===== config.mk =====
export PLATFORM = sky130hd
export DESIGN_NAME = sync_triplet_duty_parser_top_flat
export DESIGN_NICKNAME = d
export VERILOG_FILES = /design/src/sv/stdp_pkg.sv /design/src/sv/stdp_byte_if.sv /design/src/sv/stdp_duty_if.sv /design/src/sv/stdp_cfg_regs.sv /design/src/sv/stdp_in_stage.sv /design/src/sv/stdp_frame_core.sv /design/src/sv/stdp_out_stage.sv /design/src/sv/sync_triplet_duty_parser_top.sv /design/src/flat_wrapper.sv
export VERILOG_INCLUDE_DIRS = /design/src /design/src/sv
export SDC_FILE = /design/constraint.sdc
export NUM_CORES = 1
export LEC_CHECK = 0
export ABC_CLOCK_PERIOD_IN_PS = 3700
export BUFFER_PORTS_ARGS = -buffer_cell sky130_fd_sc_hd__buf_4
export CORE_MARGIN = 2
export CORE_UTILIZATION = 35
export CTS_CLUSTER_DIAMETER = 50
export DETAILED_ROUTE_END_ITERATION = 7
export MAX_ROUTING_LAYER = met4
export SYNTH_ARGS = -nofsm -noshare
export SYNTH_HDL_FRONTEND = slang
export SYNTH_HIERARCHICAL = 1
export SYNTH_SLANG_ARGS = --single-unit

===== constraint.sdc =====
create_clock -name clk -period 3.7 [get_ports clk]
set_input_delay 0.555 -clock clk [delete_from_list [all_inputs] [get_ports clk]]
set_output_delay 0.555 -clock clk [all_outputs]
set_load 0.005 [all_outputs]

===== src/sv/assert_macros.svh =====
// Assertion helpers; every check samples on clk and is off while rst_n is low.
`ifndef ASSERT_MACROS_SVH
`define ASSERT_MACROS_SVH

`ifndef SYNTHESIS
`define ASSERT_ALWAYS(lbl, cond, msg) \
    lbl: assert property (@(posedge clk) disable iff (!rst_n) (cond)) else $error(msg);
`define ASSERT_IMPLY(lbl, ante, cons, msg) \
    lbl: assert property (@(posedge clk) disable iff (!rst_n) (ante) |-> (cons)) \
        else $error(msg);
`define ASSERT_NEXT(lbl, ante, cons, msg) \
    lbl: assert property (@(posedge clk) disable iff (!rst_n) (ante) |=> (cons)) \
        else $error(msg);
`else
`define ASSERT_ALWAYS(lbl, cond, msg)
`define ASSERT_IMPLY(lbl, ante, cons, msg)
`define ASSERT_NEXT(lbl, ante, cons, msg)
`endif

`endif


===== src/sv/stdp_pkg.sv =====
package stdp_pkg;

    localparam int ByteW  = 8;
    localparam int DutyW  = 12;
    localparam int CfgIdxW = 2;

    // Register map of the configuration port
    localparam logic [CfgIdxW-1:0] REG_SYNC_BYTE  = 2'd0;
    localparam logic [CfgIdxW-1:0] REG_CHAN_A_ID  = 2'd1;
    localparam logic [CfgIdxW-1:0] REG_CHAN_B_ID  = 2'd2;
    localparam logic [CfgIdxW-1:0] REG_DECIMATION = 2'd3;

    localparam logic [ByteW-1:0] SYNC_BYTE_RST  = 8'hFF;
    localparam logic [ByteW-1:0] CHAN_A_ID_RST  = 8'h60;
    localparam logic [ByteW-1:0] CHAN_B_ID_RST  = 8'h61;
    localparam logic [ByteW-1:0] DECIMATION_RST = 8'd10;

    typedef struct packed {
        logic [ByteW-1:0] sync_byte;
        logic [ByteW-1:0] chan_a_id;
        logic [ByteW-1:0] chan_b_id;
        logic [ByteW-1:0] decimation;
    } cfg_t;

    typedef struct packed {
        logic             channel;
        logic [DutyW-1:0] duty;
    } res_t;

    // Handshake between the parser core and the two register stages
    typedef struct packed {
        logic take;   // consume the byte held in the input register
        logic push;   // load a new result into the output register
    } flow_t;

endpackage


===== src/sv/stdp_byte_if.sv =====
interface stdp_byte_if;
    logic       valid;
    logic       ready;
    logic [7:0] rx_byte;

    modport source (output valid, output rx_byte, input ready);
    modport sink (input valid, input rx_byte, output ready);
endinterface


===== src/sv/stdp_duty_if.sv =====
interface stdp_duty_if;
    logic        valid;
    logic        ready;
    logic        channel;
    logic [11:0] duty;

    modport source (output valid, output channel, output duty, input ready);
    modport sink (input valid, input channel, input duty, output ready);
endinterface


===== src/sv/stdp_cfg_regs.sv =====
module stdp_cfg_regs (
    input  logic                            clk,
    input  logic                            rst_n,
    input  logic                            cfg_we,
    input  logic [stdp_pkg::CfgIdxW-1:0]    cfg_index,
    input  logic [stdp_pkg::ByteW-1:0]      cfg_wdata,
    output stdp_pkg::cfg_t                  cfg
);
    import stdp_pkg::*;

    cfg_t cfg_reg;
    cfg_t cfg_next;

    always_comb
    begin
        cfg_next = cfg_reg;
        if (cfg_we)
        begin
            unique case (cfg_index)
                REG_SYNC_BYTE:  cfg_next.sync_byte  = cfg_wdata;
                REG_CHAN_A_ID:  cfg_next.chan_a_id  = cfg_wdata;
                REG_CHAN_B_ID:  cfg_next.chan_b_id  = cfg_wdata;
                REG_DECIMATION: cfg_next.decimation = cfg_wdata;
                default:        cfg_next = cfg_reg;
            endcase
        end
    end

    always_ff @(posedge clk or negedge rst_n)
    begin
        if (!rst_n)
        begin
            cfg_reg.sync_byte  <= SYNC_BYTE_RST;
            cfg_reg.chan_a_id  <= CHAN_A_ID_RST;
            cfg_reg.chan_b_id  <= CHAN_B_ID_RST;
            cfg_reg.decimation <= DECIMATION_RST;
        end
        else
        begin
            cfg_reg <= cfg_next;
        end
    end

    assign cfg = cfg_reg;

endmodule


===== src/sv/stdp_in_stage.sv =====
module stdp_in_stage (
    input  logic                        clk,
    input  logic                        rst_n,
    stdp_byte_if.sink                   rx,
    input  logic                        take,
    output logic                        byte_vld,
    output logic [stdp_pkg::ByteW-1:0]  byte_data
);
    import stdp_pkg::*;

    logic             vld_reg;
    logic             vld_next;
    logic [ByteW-1:0] byte_reg;
    logic             load;

    // Refill whenever the held byte is empty or leaves this cycle
    assign rx.ready = !vld_reg || take;
    assign load     = rx.valid && rx.ready;

    always_comb
    begin
        vld_next = vld_reg;
        if (load)
            vld_next = 1'b1;
        else if (take)
            vld_next = 1'b0;
    end

    always_ff @(posedge clk or negedge rst_n)
    begin
        if (!rst_n)
            vld_reg <= 1'b0;
        else
            vld_reg <= vld_next;
    end

    always_ff @(posedge clk)
    begin
        if (load)
            byte_reg <= rx.rx_byte;
    end

    assign byte_vld  = vld_reg;
    assign byte_data = byte_reg;

endmodule


===== src/sv/stdp_frame_core.sv =====
module stdp_frame_core (
    input  logic                        clk,
    input  logic                        rst_n,
    input  stdp_pkg::cfg_t              cfg,
    input  logic                        byte_vld,
    input  logic [stdp_pkg::ByteW-1:0]  byte_data,
    input  logic                        out_space,
    output stdp_pkg::flow_t             flow,
    output stdp_pkg::res_t              res
);
    import stdp_pkg::*;

    localparam logic [1:0] PH_HUNT = 2'd0;
    localparam logic [1:0] PH_ID   = 2'd1;
    localparam logic [1:0] PH_LOW  = 2'd2;
    localparam logic [1:0] PH_HIGH = 2'd3;

    logic [1:0]       phase_reg, phase_next;
    logic [ByteW-1:0] frame_id_reg;
    logic [ByteW-1:0] low_part_reg;
    logic [ByteW-1:0] count_a_reg, count_a_next;
    logic [ByteW-1:0] count_b_reg, count_b_next;
    logic [ByteW-1:0] count_a_inc, count_b_inc;
    logic             hit_a, hit_b;
    logic             due_a, due_b;
    logic             emit;
    logic             take;

    assign hit_a = (phase_reg == PH_HIGH) && (frame_id_reg == cfg.chan_a_id);
    assign hit_b = (phase_reg == PH_HIGH) && !hit_a && (frame_id_reg == cfg.chan_b_id);

    assign count_a_inc = count_a_reg + 8'd1;
    assign count_b_inc = count_b_reg + 8'd1;
    assign due_a       = count_a_inc >= cfg.decimation;
    assign due_b       = count_b_inc >= cfg.decimation;

    assign emit = (hit_a && due_a) || (hit_b && due_b);
    // Hold the byte only when it would produce a result with nowhere to go
    assign take = byte_vld && (out_space || !emit);

    assign flow.take = take;
    assign flow.push = take && emit;

    assign res.channel = hit_b;
    assign res.duty    = {byte_data, low_part_reg[7:6], 2'b00};

    always_comb
    begin
        phase_next = phase_reg;
        unique case (phase_reg)
            PH_HUNT: if (byte_data == cfg.sync_byte) phase_next = PH_ID;
            PH_ID:   phase_next = PH_LOW;
            PH_LOW:  phase_next = PH_HIGH;
            PH_HIGH: phase_next = PH_ID;
            default: phase_next = PH_HUNT;
        endcase
    end

    always_comb
    begin
        count_a_next = count_a_reg;
        count_b_next = count_b_reg;
        if (hit_a)
            count_a_next = due_a ? '0 : count_a_inc;
        if (hit_b)
            count_b_next = due_b ? '0 : count_b_inc;
    end

    always_ff @(posedge clk or negedge rst_n)
    begin
        if (!rst_n)
        begin
            phase_reg   <= PH_HUNT;
            count_a_reg <= '0;
            count_b_reg <= '0;
        end
        else if (take)
        begin
            phase_reg   <= phase_next;
            count_a_reg <= count_a_next;
            count_b_reg <= count_b_next;
        end
    end

    always_ff @(posedge clk)
    begin
        if (take && phase_reg == PH_ID)
            frame_id_reg <= byte_data;
        if (take && phase_reg == PH_LOW)
            low_part_reg <= byte_data;
    end

endmodule


===== src/sv/stdp_out_stage.sv =====
module stdp_out_stage (
    input  logic            clk,
    input  logic            rst_n,
    input  logic            push,
    input  stdp_pkg::res_t  res,
    output logic            out_space,
    stdp_duty_if.source     upd
);
    import stdp_pkg::*;

    logic vld_reg;
    logic vld_next;
    res_t res_reg;

    // Free when empty or when the waiting beat leaves this cycle
    assign out_space = !vld_reg || upd.ready;

    always_comb
    begin
        vld_next = vld_reg;
        if (push)
            vld_next = 1'b1;
        else if (upd.ready)
            vld_next = 1'b0;
    end

    always_ff @(posedge clk or negedge rst_n)
    begin
        if (!rst_n)
            vld_reg <= 1'b0;
        else
            vld_reg <= vld_next;
    end

    always_ff @(posedge clk)
    begin
        if (push)
            res_reg <= res;
    end

    assign upd.valid   = vld_reg;
    assign upd.channel = res_reg.channel;
    assign upd.duty    = res_reg.duty;

endmodule


===== src/sv/sync_triplet_duty_parser_top.sv =====
// Serial frame parser: takes one received byte per beat on rx, drops bytes until the
// sync byte shows up, then reads every following byte triplet as (id, low, high) for
// good, never hunting for sync again. A frame whose id matches channel A (or, failing
// that, channel B) steps that channel's frame counter; when the counter reaches the
// decimation count it clears and one beat leaves on upd with the channel and
// duty = ((high << 2) | (low >> 6)) * 4. Frames with other ids are consumed silently.
// Throughput is one byte per cycle unless a result waits on a stalled upd; each byte
// passes through the input register before it reaches the core, and its result, if
// any, is held in the result register, which drives upd.
// Configuration (sync byte, the two ids, decimation) is written through cfg_we /
// cfg_index / cfg_wdata and must only change while no bytes are in flight.
`include "assert_macros.svh"

module sync_triplet_duty_parser_top (
    input  logic                            clk,
    input  logic                            rst_n,
    input  logic                            cfg_we,
    input  logic [stdp_pkg::CfgIdxW-1:0]    cfg_index,
    input  logic [stdp_pkg::ByteW-1:0]      cfg_wdata,
    stdp_byte_if.sink                       rx,
    stdp_duty_if.source                     upd
);
    import stdp_pkg::*;

    cfg_t             cfg;
    flow_t            flow;
    res_t             res;
    logic             byte_vld;
    logic [ByteW-1:0] byte_data;
    logic             out_space;

    // Register file for the four settings
    stdp_cfg_regs u_cfg (
        .clk       (clk),
        .rst_n     (rst_n),
        .cfg_we    (cfg_we),
        .cfg_index (cfg_index),
        .cfg_wdata (cfg_wdata),
        .cfg       (cfg)
    );

    // Input register: holds one received byte until the core consumes it
    stdp_in_stage u_in (
        .clk       (clk),
        .rst_n     (rst_n),
        .rx        (rx),
        .take      (flow.take),
        .byte_vld  (byte_vld),
        .byte_data (byte_data)
    );

    // Frame state, channel counters and duty formation
    stdp_frame_core u_core (
        .clk       (clk),
        .rst_n     (rst_n),
        .cfg       (cfg),
        .byte_vld  (byte_vld),
        .byte_data (byte_data),
        .out_space (out_space),
        .flow      (flow),
        .res       (res)
    );

    // Result register: lets the core keep going while a beat waits on upd
    stdp_out_stage u_out (
        .clk       (clk),
        .rst_n     (rst_n),
        .push      (flow.push),
        .res       (res),
        .out_space (out_space),
        .upd       (upd)
    );

    // A duty is always the ten-bit value times four
    `ASSERT_IMPLY(a_duty_aligned, upd.valid, upd.duty[1:0] == 2'b00, "duty not a multiple of four")
    // A new result appears only after the core pushed one
    `ASSERT_IMPLY(a_res_from_push, $rose(upd.valid), $past(flow.push), "result without push")
    // A byte the core did not take stays in the input register unchanged
    `ASSERT_NEXT(a_byte_held, byte_vld && !flow.take, byte_vld && $stable(byte_data),
        "input byte lost")
    // Never push into a full result register that is not draining
    `ASSERT_IMPLY(a_no_overrun, flow.push, !upd.valid || upd.ready, "result overrun")

endmodule

===== src/flat_wrapper.sv =====
// flat-port wrapper written by rule: the top's interface ports become plain ports
module sync_triplet_duty_parser_top_flat import stdp_pkg::*;
  (clk, rst_n, cfg_we, cfg_index, cfg_wdata, rx_valid, rx_rx_byte, rx_ready, upd_valid, upd_channel, upd_duty, upd_ready);
  stdp_byte_if rx_i ();
  stdp_duty_if upd_i ();
  input  logic clk;
  input  logic rst_n;
  input  logic cfg_we;
  input  logic [stdp_pkg::CfgIdxW-1:0] cfg_index;
  input  logic [stdp_pkg::ByteW-1:0] cfg_wdata;
  input wire logic [$bits(rx_i.valid)-1:0] rx_valid;
  input wire logic [$bits(rx_i.rx_byte)-1:0] rx_rx_byte;
  output wire logic [$bits(rx_i.ready)-1:0] rx_ready;
  output wire logic [$bits(upd_i.valid)-1:0] upd_valid;
  output wire logic [$bits(upd_i.channel)-1:0] upd_channel;
  output wire logic [$bits(upd_i.duty)-1:0] upd_duty;
  input wire logic [$bits(upd_i.ready)-1:0] upd_ready;
  assign rx_i.valid = rx_valid;
  assign rx_i.rx_byte = rx_rx_byte;
  assign rx_ready = rx_i.ready;
  assign upd_valid = upd_i.valid;
  assign upd_channel = upd_i.channel;
  assign upd_duty = upd_i.duty;
  assign upd_i.ready = upd_ready;
  sync_triplet_duty_parser_top u_core (.clk(clk), .rst_n(rst_n), .cfg_we(cfg_we), .cfg_index(cfg_index), .cfg_wdata(cfg_wdata), .rx(rx_i), .upd(upd_i));
endmodule

Yosys cells after proc, flatten, opt, wreduce, memory -nomap -nowiden
Index checks and enable logic that the tools add are counted.

storage, ports and cells
  bits of input ports = 23
  bits in registers = 87
  output and inout port bits = 15
  word-level logic and storage cells = 65

operators by class
  add/subtract/negate cells = 2
  multiplexer cells = 8
  $lt $le $gt $ge = 2
  equal/unequal tests = 10
  reductions and logical operators = 29

operators with widths
  cell                   count
  $eq A8 B8 Y1           3
  $add A8 B1 Y8 const B  2
  $ge A8 B8 Y1           2
  $mux W8                2
  $reduce_and A2 Y1      7
  $logic_and A1 B1 Y1    10
  $eq A2 B2 Y1 const B   4
  $pmux W2 S4            1
  $eq A2 B1 Y1 const B   2
  $logic_not A1 Y1       4
  $logic_not A2 Y1       2
  $logic_or A1 B1 Y1     4
  $mux W1                4
  $reduce_bool A2 Y1     2
  $mux W2                1
  $ne A2 B2 Y1 const B   1

Longest topological paths before layout
Gate-level depths: netlist of run 1.

  depth in word-level cells = 13
  depth in mapped cells = 14

Modules after synthesis
The synthesis of run 1 kept the hierarchy.

by module, submodules not included
  module           sequential area each (µm²)  instances  cells each  area an instance (µm²)
  stdp_frame_core  750.7                       1          221         2168.3
  stdp_cfg_regs    819.5                       1          68          1231.2
  stdp_out_stage   415.4                       1          16          437.9
  stdp_in_stage    265.3                       1          12          294.0

Worst setup path after synthesis of run 1
OpenSTA, ideal clock, no wires.

  path kind = register to register
  from = reg u_core.u_core.count_b_reg[0]
  to = reg u_core.u_out.res_reg (netlist bit u_core/u_out/upd.channel) (enable)
  slack = 0.767 ns
  required time = 3.312 ns
  period minus slack after synthesis = 2.933 ns
  buffers on the path = 0
  library setup time = 0.388 ns
  stages on the path, launching flop included = 10
  arrival = 2.544 ns
  cells stage by stage = dfrtp_1 ha_1 nand3_1 nor2_1 xor2_1 ha_1 nand3_1 o31ai_1 o211ai_1 a21oi_1

RTL lines
  item                    line                   text
  start, declared         stdp_frame_core.sv:22  logic [ByteW-1:0] count_b_reg, count_b_next;
  start signal, assigned  stdp_frame_core.sv:81  count_b_reg <= count_b_next;
  end signal, assigned    stdp_out_stage.sv:38   res_reg <= res;
  end, declared           stdp_out_stage.sv:13   res_t res_reg;

==> metrics.md, run 1 <==
| Metric | Value |
|---|---|
| Async set or reset register ratio after synthesis | `62.7%` |
| Int Pwr | `1.80 mW` |
| Clock power frac | `33.2%` |
| Row Count | `39` |
| Buffers on Ports | `37` |
| Clk buf depth | `2` |
| Register area | `2250 sq um` |
| Setup Buffers After CTS | `0` |
| Initial antenna violation count | `0` |
| Grt ovf | `0` |
| Routed wire length per instance | `15.0 um` |
| Min Hold Slack | `0.258 ns` |
| Mapped Avg Cell Area | `13.0 sq um` |
| Die X | `113 um` |
| Critical path class | `reg2out` |
| Root buffer cell | `clkbuf_16` |
| Pre-antenna DRT Iters | `4` |
| Most frequent cells in the layout | `39 x buf_4, 35 x dfrtp_1, 32 x mux2_2` |
| Area grow syn2layout | `16.3%` |
| Post-route total power | `2.50 mW` |
| Nets | `400` |
| Cell variety after synth | `48` |
| Post-route setup TNS | `0 ns` |
| # diodes | `0` |
| Max reg flops | `32` |
| F_max | `288 MHz` |
| Pre-CTS WS | `0.434 ns` |
| Largest area contributor in the netlist | `edfxtp_1` |
| Number of flops mapped to enable cells by yosys | `31` |
| Slew HR | `55.1%` |
| Clk sinks | `83` |
| Total track usage | `13.4%` |
| Initial DRC count | `103` |
| Remaining antenna violation count | `0` |
| Fillers | `1050` |
| Starting Density | `36.0%` |
| Worst vdd ir | `0.312 mV` |
| Minimum clock period | `3.47 ns` |
| CP startpoint kind | `register` |
| Final Slew Violations | `0` |
| Switching part of the total | `27.8%` |
| Via/cell ratio | `4.83` |
| Final Routed Wirelength | `7.53 mm` |
| DP HPWL | `5.66 mm` |
| Max Clock Skew | `0.0109 ns` |
| WP data required | `3.14 ns` |
| Post-Synthesis Cells | `317` |
| Lkg Pwr | `2.00 nW` |
| Worst Hold Class | `in2async` |
| Via count | `2423` |
| I/O pins | `38` |
| Share of layout cells above drive strength 1 | `34.8%` |
| Seq/Total Area, Yosys | `54.5%` |
| Core area | `11500 sq um` |
| Max-cap violations | `0` |
| Synth Warn # | `6` |
| GP Congestion | `0.782` |
| Final WS setup | `0.228 ns` |
| CTS tree | `built` |
| Ys flop type | `dfrtp_1` |
| Worst setup EP type | `output pin` |
| Vias in the first global route | `2571` |
| Switch Pwr | `0.695 mW` |
| Syn Std Cell Area | `4130 sq um` |
| Seq pwr share | `48.1%` |
| Hold Violations, Final | `0` |
| Fin crit share | `93.8%` |
| Clock insertion delay at the later pin of the skew report | `0.34 ns` |
| Slew of the pin with the lowest slew margin | `0.673 ns` |
| First-pass GRT wire length | `12.9 mm` |
| Largest net degree at the start of global routing | `53` |
| Clk slew on worst S/H paths | `0.06 ns` |
| Setup Viol. Count Final | `0` |
| Most common cell after layout, fill and taps aside | `buf_4` |
| Gate power share | `18.7%` |
| Post-route DRC | `0` |
| Status | `complete, no violations` |
| Area contributors post-synth | `edfxtp_1 23%, dfrtp_1 22%, dfstp_2 9.5%, mux2_2 8.7%, ha_1 7.0%` |
| Die ar. | `12700 sq um` |
| Number of synthesized register bits | `83` |
| H-Tree Depth | `3` |
| Share of the synthesized area in the top cell type | `22.5%` |
| Area of the multi-input gates | `1760 sq um` |
| Chip height | `113 um` |
| Max Fanout on Critical Path | `4` |
| Critical Path AT | `2.92 ns` |
| Cts bufs inserted | `9` |
| Pwr per Cell Area | `520 nW/um^2` |
## power groups by stage
stage / logic, mW / clock network [mW] / registers [mW]
after global placement: 0.454 / 0 / 1.21
after floorplan: 0.355 / 0 / 1.19
after detailed placement: 0.468 / 0 / 1.22
final: 0.467 / 0.830 / 1.20
after global routing: 0.526 / 0.893 / 1.22
after CTS: 0.471 / 0.855 / 1.20
## final timing paths
| path | from | cells past startpoint | endpoint | slack (ns) |
|---|---|---|---|---|
| setup / recovery | u_core/u_core/count_b_reg[1] | 13 | rx_ready | 0.23 |
| hold / removal | rst_n | 1 | u_core/u_cfg/cfg[5] | 0.26 |
| setup reg to reg | u_core/u_core/count_a_reg[0] | 11 | u_core/u_core/phase_reg[1] | 0.58 |
| hold reg to reg | u_core/u_core/low_part_reg[7] | 0 | u_core/u_out/upd.duty[3] | 0.42 |
| max in group asynchronous | rst_n | 1 | u_core/u_core/count_b_reg[0] | 2.95 |
| min in group clk | rx_rx_byte[4] | 1 | u_core/u_in/byte_data[4] | 0.39 |
## per-layer routing
metal | GRT usage, % | part of all wire, %
met1 | 16.7 | 45
met2 | 21.8 | 50
met3 | 2.16 | 2.7
met4 | 5.69 | 2.4
met5 | - | 0
## cell usage after synthesis (2+ instances only)
master    instances
a21o_1            5
nand2b_1          3
and3_1            3
a21oi_1           5
o211ai_1          2
mux2i_1           2
dfrtp_1          37
dfstp_2          15
nand3_1          11
a22o_1            5
nand2b_4          2
nor3_1            2
ha_1             23
nor4_4            2
mux2_2           32
nand3b_2          2
o21ai_0          11
edfxtp_1         31
a211oi_1          3
xor2_1           14
nand4_1           4
nand2_1          24
buf_4            13
and2_4            2
nor2_1            9
inv_1            12
xnor2_1          22
## worst max-delay path, stage by stage, from the launching register on
cell and delay [ns]:
dfrtp_1 0.41, ha_2 0.23, nand3_1 0.12, nor2_1 0.15
xor2_1 0.20, ha_1 0.27, a21o_1 0.19, a21oi_2 0.17
o31ai_2 0.10, o211ai_1 0.25, a21oi_2 0.12, nor2b_1 0.12
nand2b_4 0.14, buf_4 0.11
## cells by family after synthesis
family                     synth area share (%)
AOI/OAI and AO/OA                          6.75
xor gates and xnor gates                   7.63
adders and majority gates                  6.97
buffers and inverters                      3.57
DFF                                        54.5
muxes                                      9.57
other                                    0.0908
and+or+nand+nor                            10.9
## stage by stage
| step | area [sq um] | utilization, % | instances |
|---|---|---|---|
| 6_report | 4800 | 41.9 | 502 |
| 4_1_cts | 4780 | 41.7 | 502 |
| 2_1_floorplan | 4140 | - | 318 |
| 3_3_place_gp | 4500 | 39.3 | 486 |
| 5_1_grt | 4800 | 41.9 | 502 |
| 3_5_place_dp | 4500 | 39.3 | 486 |
## final cells by class
class	count	share of cell area (%)
flip-flops and latches	83	46.9
repair buffers	39	6.10
multi-input cells	209	36.5
inverters	12	0.938
clock buffers	10	4.77
well taps	143	3.72
clock inverters	6	1.02
## repair_timing
| action | 4_1_cts | 5_1_grt |
|---|---|---|
| endpoints found under the setup margin | 0 | 1 |
| gates resized for setup | 0 | 8 |
| hold buffers | 0 | 0 |
No activity file was read; power rests on OpenSTA's default activity.
==> run 2: changes to the inputs <==
--- a/config.mk
+++ b/config.mk
@@ -7,12 +7,13 @@
 export NUM_CORES = 1
 export LEC_CHECK = 0
 export ABC_CLOCK_PERIOD_IN_PS = 3700
-export BUFFER_PORTS_ARGS = -buffer_cell sky130_fd_sc_hd__buf_4
 export CORE_MARGIN = 2
 export CORE_UTILIZATION = 35
 export CTS_CLUSTER_DIAMETER = 50
 export DETAILED_ROUTE_END_ITERATION = 7
+export DONT_BUFFER_PORTS = 1
 export MAX_ROUTING_LAYER = met4
+export PLACE_DENSITY = 0.47
 export SYNTH_ARGS = -nofsm -noshare
 export SYNTH_HDL_FRONTEND = slang
 export SYNTH_HIERARCHICAL = 1
==> run 2 against run 1 <==
Utilization fell by 1.9 points. Global-route usage increased by 1.1 points. Wire length grew 7.2%.
==> metrics.md, run 2 (synthesized netlist as in run 1, its figures left out) <==
| Metric | Value |
|---|---|
| Status | `complete, no violations` |
| Die ar. | `12700 sq um (unchanged)` |
| F_max | `289 MHz (+0.37%)` |
| Max Clock Skew | `0.00887 ns (-0.00201 ns)` |
| Die X | `113 um (unchanged)` |
| Share of layout cells above drive strength 1 | `27.9% (-6.9 points)` |
| Nets | `367 (-8.3%)` |
| Max Fanout on Critical Path | `6 (+2)` |
| Chip height | `113 um (unchanged)` |
| Vias in the first global route | `2504 (-2.6%)` |
| Total track usage | `14.5% (+1.1 points)` |
| Reg2reg setup slack | `0.58 ns (about the same)` |
| Post-route DRC | `0 (unchanged)` |
| GP Congestion | `0.752 (-3.8%)` |
| Final Routed Wirelength | `8.07 mm (+7.2%)` |
| Setup Viol. Count Final | `0 (unchanged)` |
| Starting Density | `36.0% (unchanged)` |
| Worst setup EP type | `output pin` |
| Slew of the pin with the lowest slew margin | `0.654 ns (-0.0194 ns)` |
| Crit path to | `rx_ready` |
| Crit. Startpoint | `u_core/u_core/count_b_reg[0]` |
| Min Hold Slack | `0.0547 ns (-0.204 ns)` |
| Critical path class | `reg2out` |
| Minimum clock period | `3.46 ns (-0.0129 ns)` |
| CTS tree | `built` |
| Slew HR | `56.4% (+1.3 points)` |
| R2r startpoint | `u_core/u_core/count_a_reg[0]` |
| WP data required | `3.14 ns (about the same)` |
| Clock insertion delay at the later pin of the skew report | `0.34 ns (about the same)` |
| Lkg Pwr | `1.87 nW (-6.7%)` |
| Initial antenna violation count | `0 (unchanged)` |
| Final Slew Violations | `0 (unchanged)` |
| Core area | `11500 sq um (unchanged)` |
| Via count | `2314 (-4.5%)` |
| DP HPWL | `5.86 mm (+3.6%)` |
| Row Count | `39 (unchanged)` |
| Remaining antenna violation count | `0 (unchanged)` |
| Worst Hold Class | `in2async` |
| Worst R2R End | `u_core/u_core/count_a_reg[0]` |
| H-Tree Depth | `3 (unchanged)` |
| CP startpoint kind | `register` |
| RSZ-0062 raised after global routing | `false` |
| Clk sinks | `83 (unchanged)` |
| Critical Path AT | `2.90 ns (-0.02 ns)` |
| I/O pins | `38 (unchanged)` |
| Most common cell after layout, fill and taps aside | `dfrtp_1` |
| Initial DRC count | `114 (+11%)` |
| Area grow syn2layout | `11.0%` |
| Largest net degree at the start of global routing | `38 (-28%)` |
| Post-route setup TNS | `0 ns (unchanged)` |
| # diodes | `0 (unchanged)` |
| Worst vdd ir | `0.356 mV (+14%)` |
| Cts bufs inserted | `9 (unchanged)` |
| Fillers | `1070 (+1.9%)` |
| Pre-antenna DRT Iters | `4 (unchanged)` |
| Grt ovf | `0 (unchanged)` |
| Routed wire length per instance | `17.2 um (+15%)` |
| Max-cap violations | `0 (unchanged)` |
| Clk slew on worst S/H paths | `0.07 ns (about the same)` |
| Root buffer cell | `clkbuf_16` |
| Most frequent cells in the layout | `35 x dfrtp_1, 32 x mux2_2, 31 x edfxtp_1` |
| Buffers on Ports | `0 (-100%)` |
| Via/cell ratio | `4.93 (+2.2%)` |
| Pwr per Cell Area | `549 nW/um^2 (+5.7%)` |
| R2R cell count | `11 (unchanged)` |
| Max reg flops | `32 (unchanged)` |
| First-pass GRT wire length | `13.6 mm (+5.3%)` |
| Hold Violations, Final | `0 (unchanged)` |
| Clk buf depth | `2 (unchanged)` |
| Fin crit share | `93.5% (-0.35 points)` |
-- run 2: cell types whose count changed in the layout (fill, tap and decap cells not counted), sizes merged --
cell,delta
buf,-33
clkbuf,+1
clkinv,+2
clkinvlp,-3
-- run 2: per-layer routing --
metal	share of wire [%]	wire length [um]	global-route usage [%]	up-vias
li1	-	-	-	1127
met1	46	3680	18.0	1141
met2	50	4000	23.0	36
met3	3.9	318	4.54	10
met4	0.95	77	4.39	0
met5	0	0	-	-
-- run 2: how the worst min path moves through the flow --
stage | to | slack (ns) | start
2_1_floorplan | u_core/u_cfg/cfg[0] | 0.26 | rst_n
3_3_place_gp | u_core/u_core/count_a_reg[5] | 0.26 | rst_n
3_5_place_dp | u_core/u_core/count_a_reg[6] | 0.26 | rst_n
4_1_cts | u_core/u_cfg/cfg[13] | 0.04 | rst_n
5_1_grt | u_core/u_cfg/cfg[13] | 0.03 | rst_n
6_report | u_core/u_cfg/cfg[13] | 0.05 | rst_n
-- run 2: power by group --
part | internal [mW] | leakage, nW | total [mW] | switching (mW)
registers | 1.11 | 0.902 | 1.20 | 0.0941
clock network | 0.504 | 0.147 | 0.875 | 0.372
logic | 0.218 | 0.819 | 0.442 | 0.223
-- run 2: metrics by stage --
step / area (sq um) / instances / power, mW / worst slack (ns) / utilization (%)
finish: 4580 / 469 / 2.52 / 0.241 / 40.0
global route: 4580 / 469 / 2.67 / 0.000867 / 40.0
CTS: 4550 / 467 / 2.56 / 0.0518 / 39.7
detailed placement: 4240 / 450 / 1.65 / 0.433 / 37.0
global placement: 4240 / 450 / 1.65 / 0.498 / 37.0
floorplan: 4140 / 318 / 1.55 / 0.767 / -
-- run 2: critical path, cell delays in order, from the launching register on --
cell,delay [ns]
dfrtp_2,0.42
ha_1,0.22
nand3_1,0.13
nor2_1,0.15
xor2_1,0.22
ha_1,0.28
a21o_1,0.19
a21oi_2,0.16
o31ai_2,0.10
o211ai_1,0.27
a21oi_2,0.14
nor2b_1,0.13
nand2b_4,0.15
-- run 2: layout make-up --
cell class                      count  area [sq um]  share of cell area, %
Clock buffer                       11           254                   5.54
Clock inverter                      5          42.5                  0.928
Inverter                           12          45.0                  0.983
Multi-Input combinational cell    209          1750                   38.2
Sequential cell                    83          2250                   49.2
Tap cell                          143           179                   3.90
Timing Repair Buffer                6          57.6                   1.26
-- run 2: timing repair --
action | in CTS | in global routing
endpoints found under the setup margin | 0 | 1
endpoints found under the hold margin | 37 | 0
hold buffers | 1 | 0
gates resized for setup | 0 | 6
setup buffers | 0 | 2
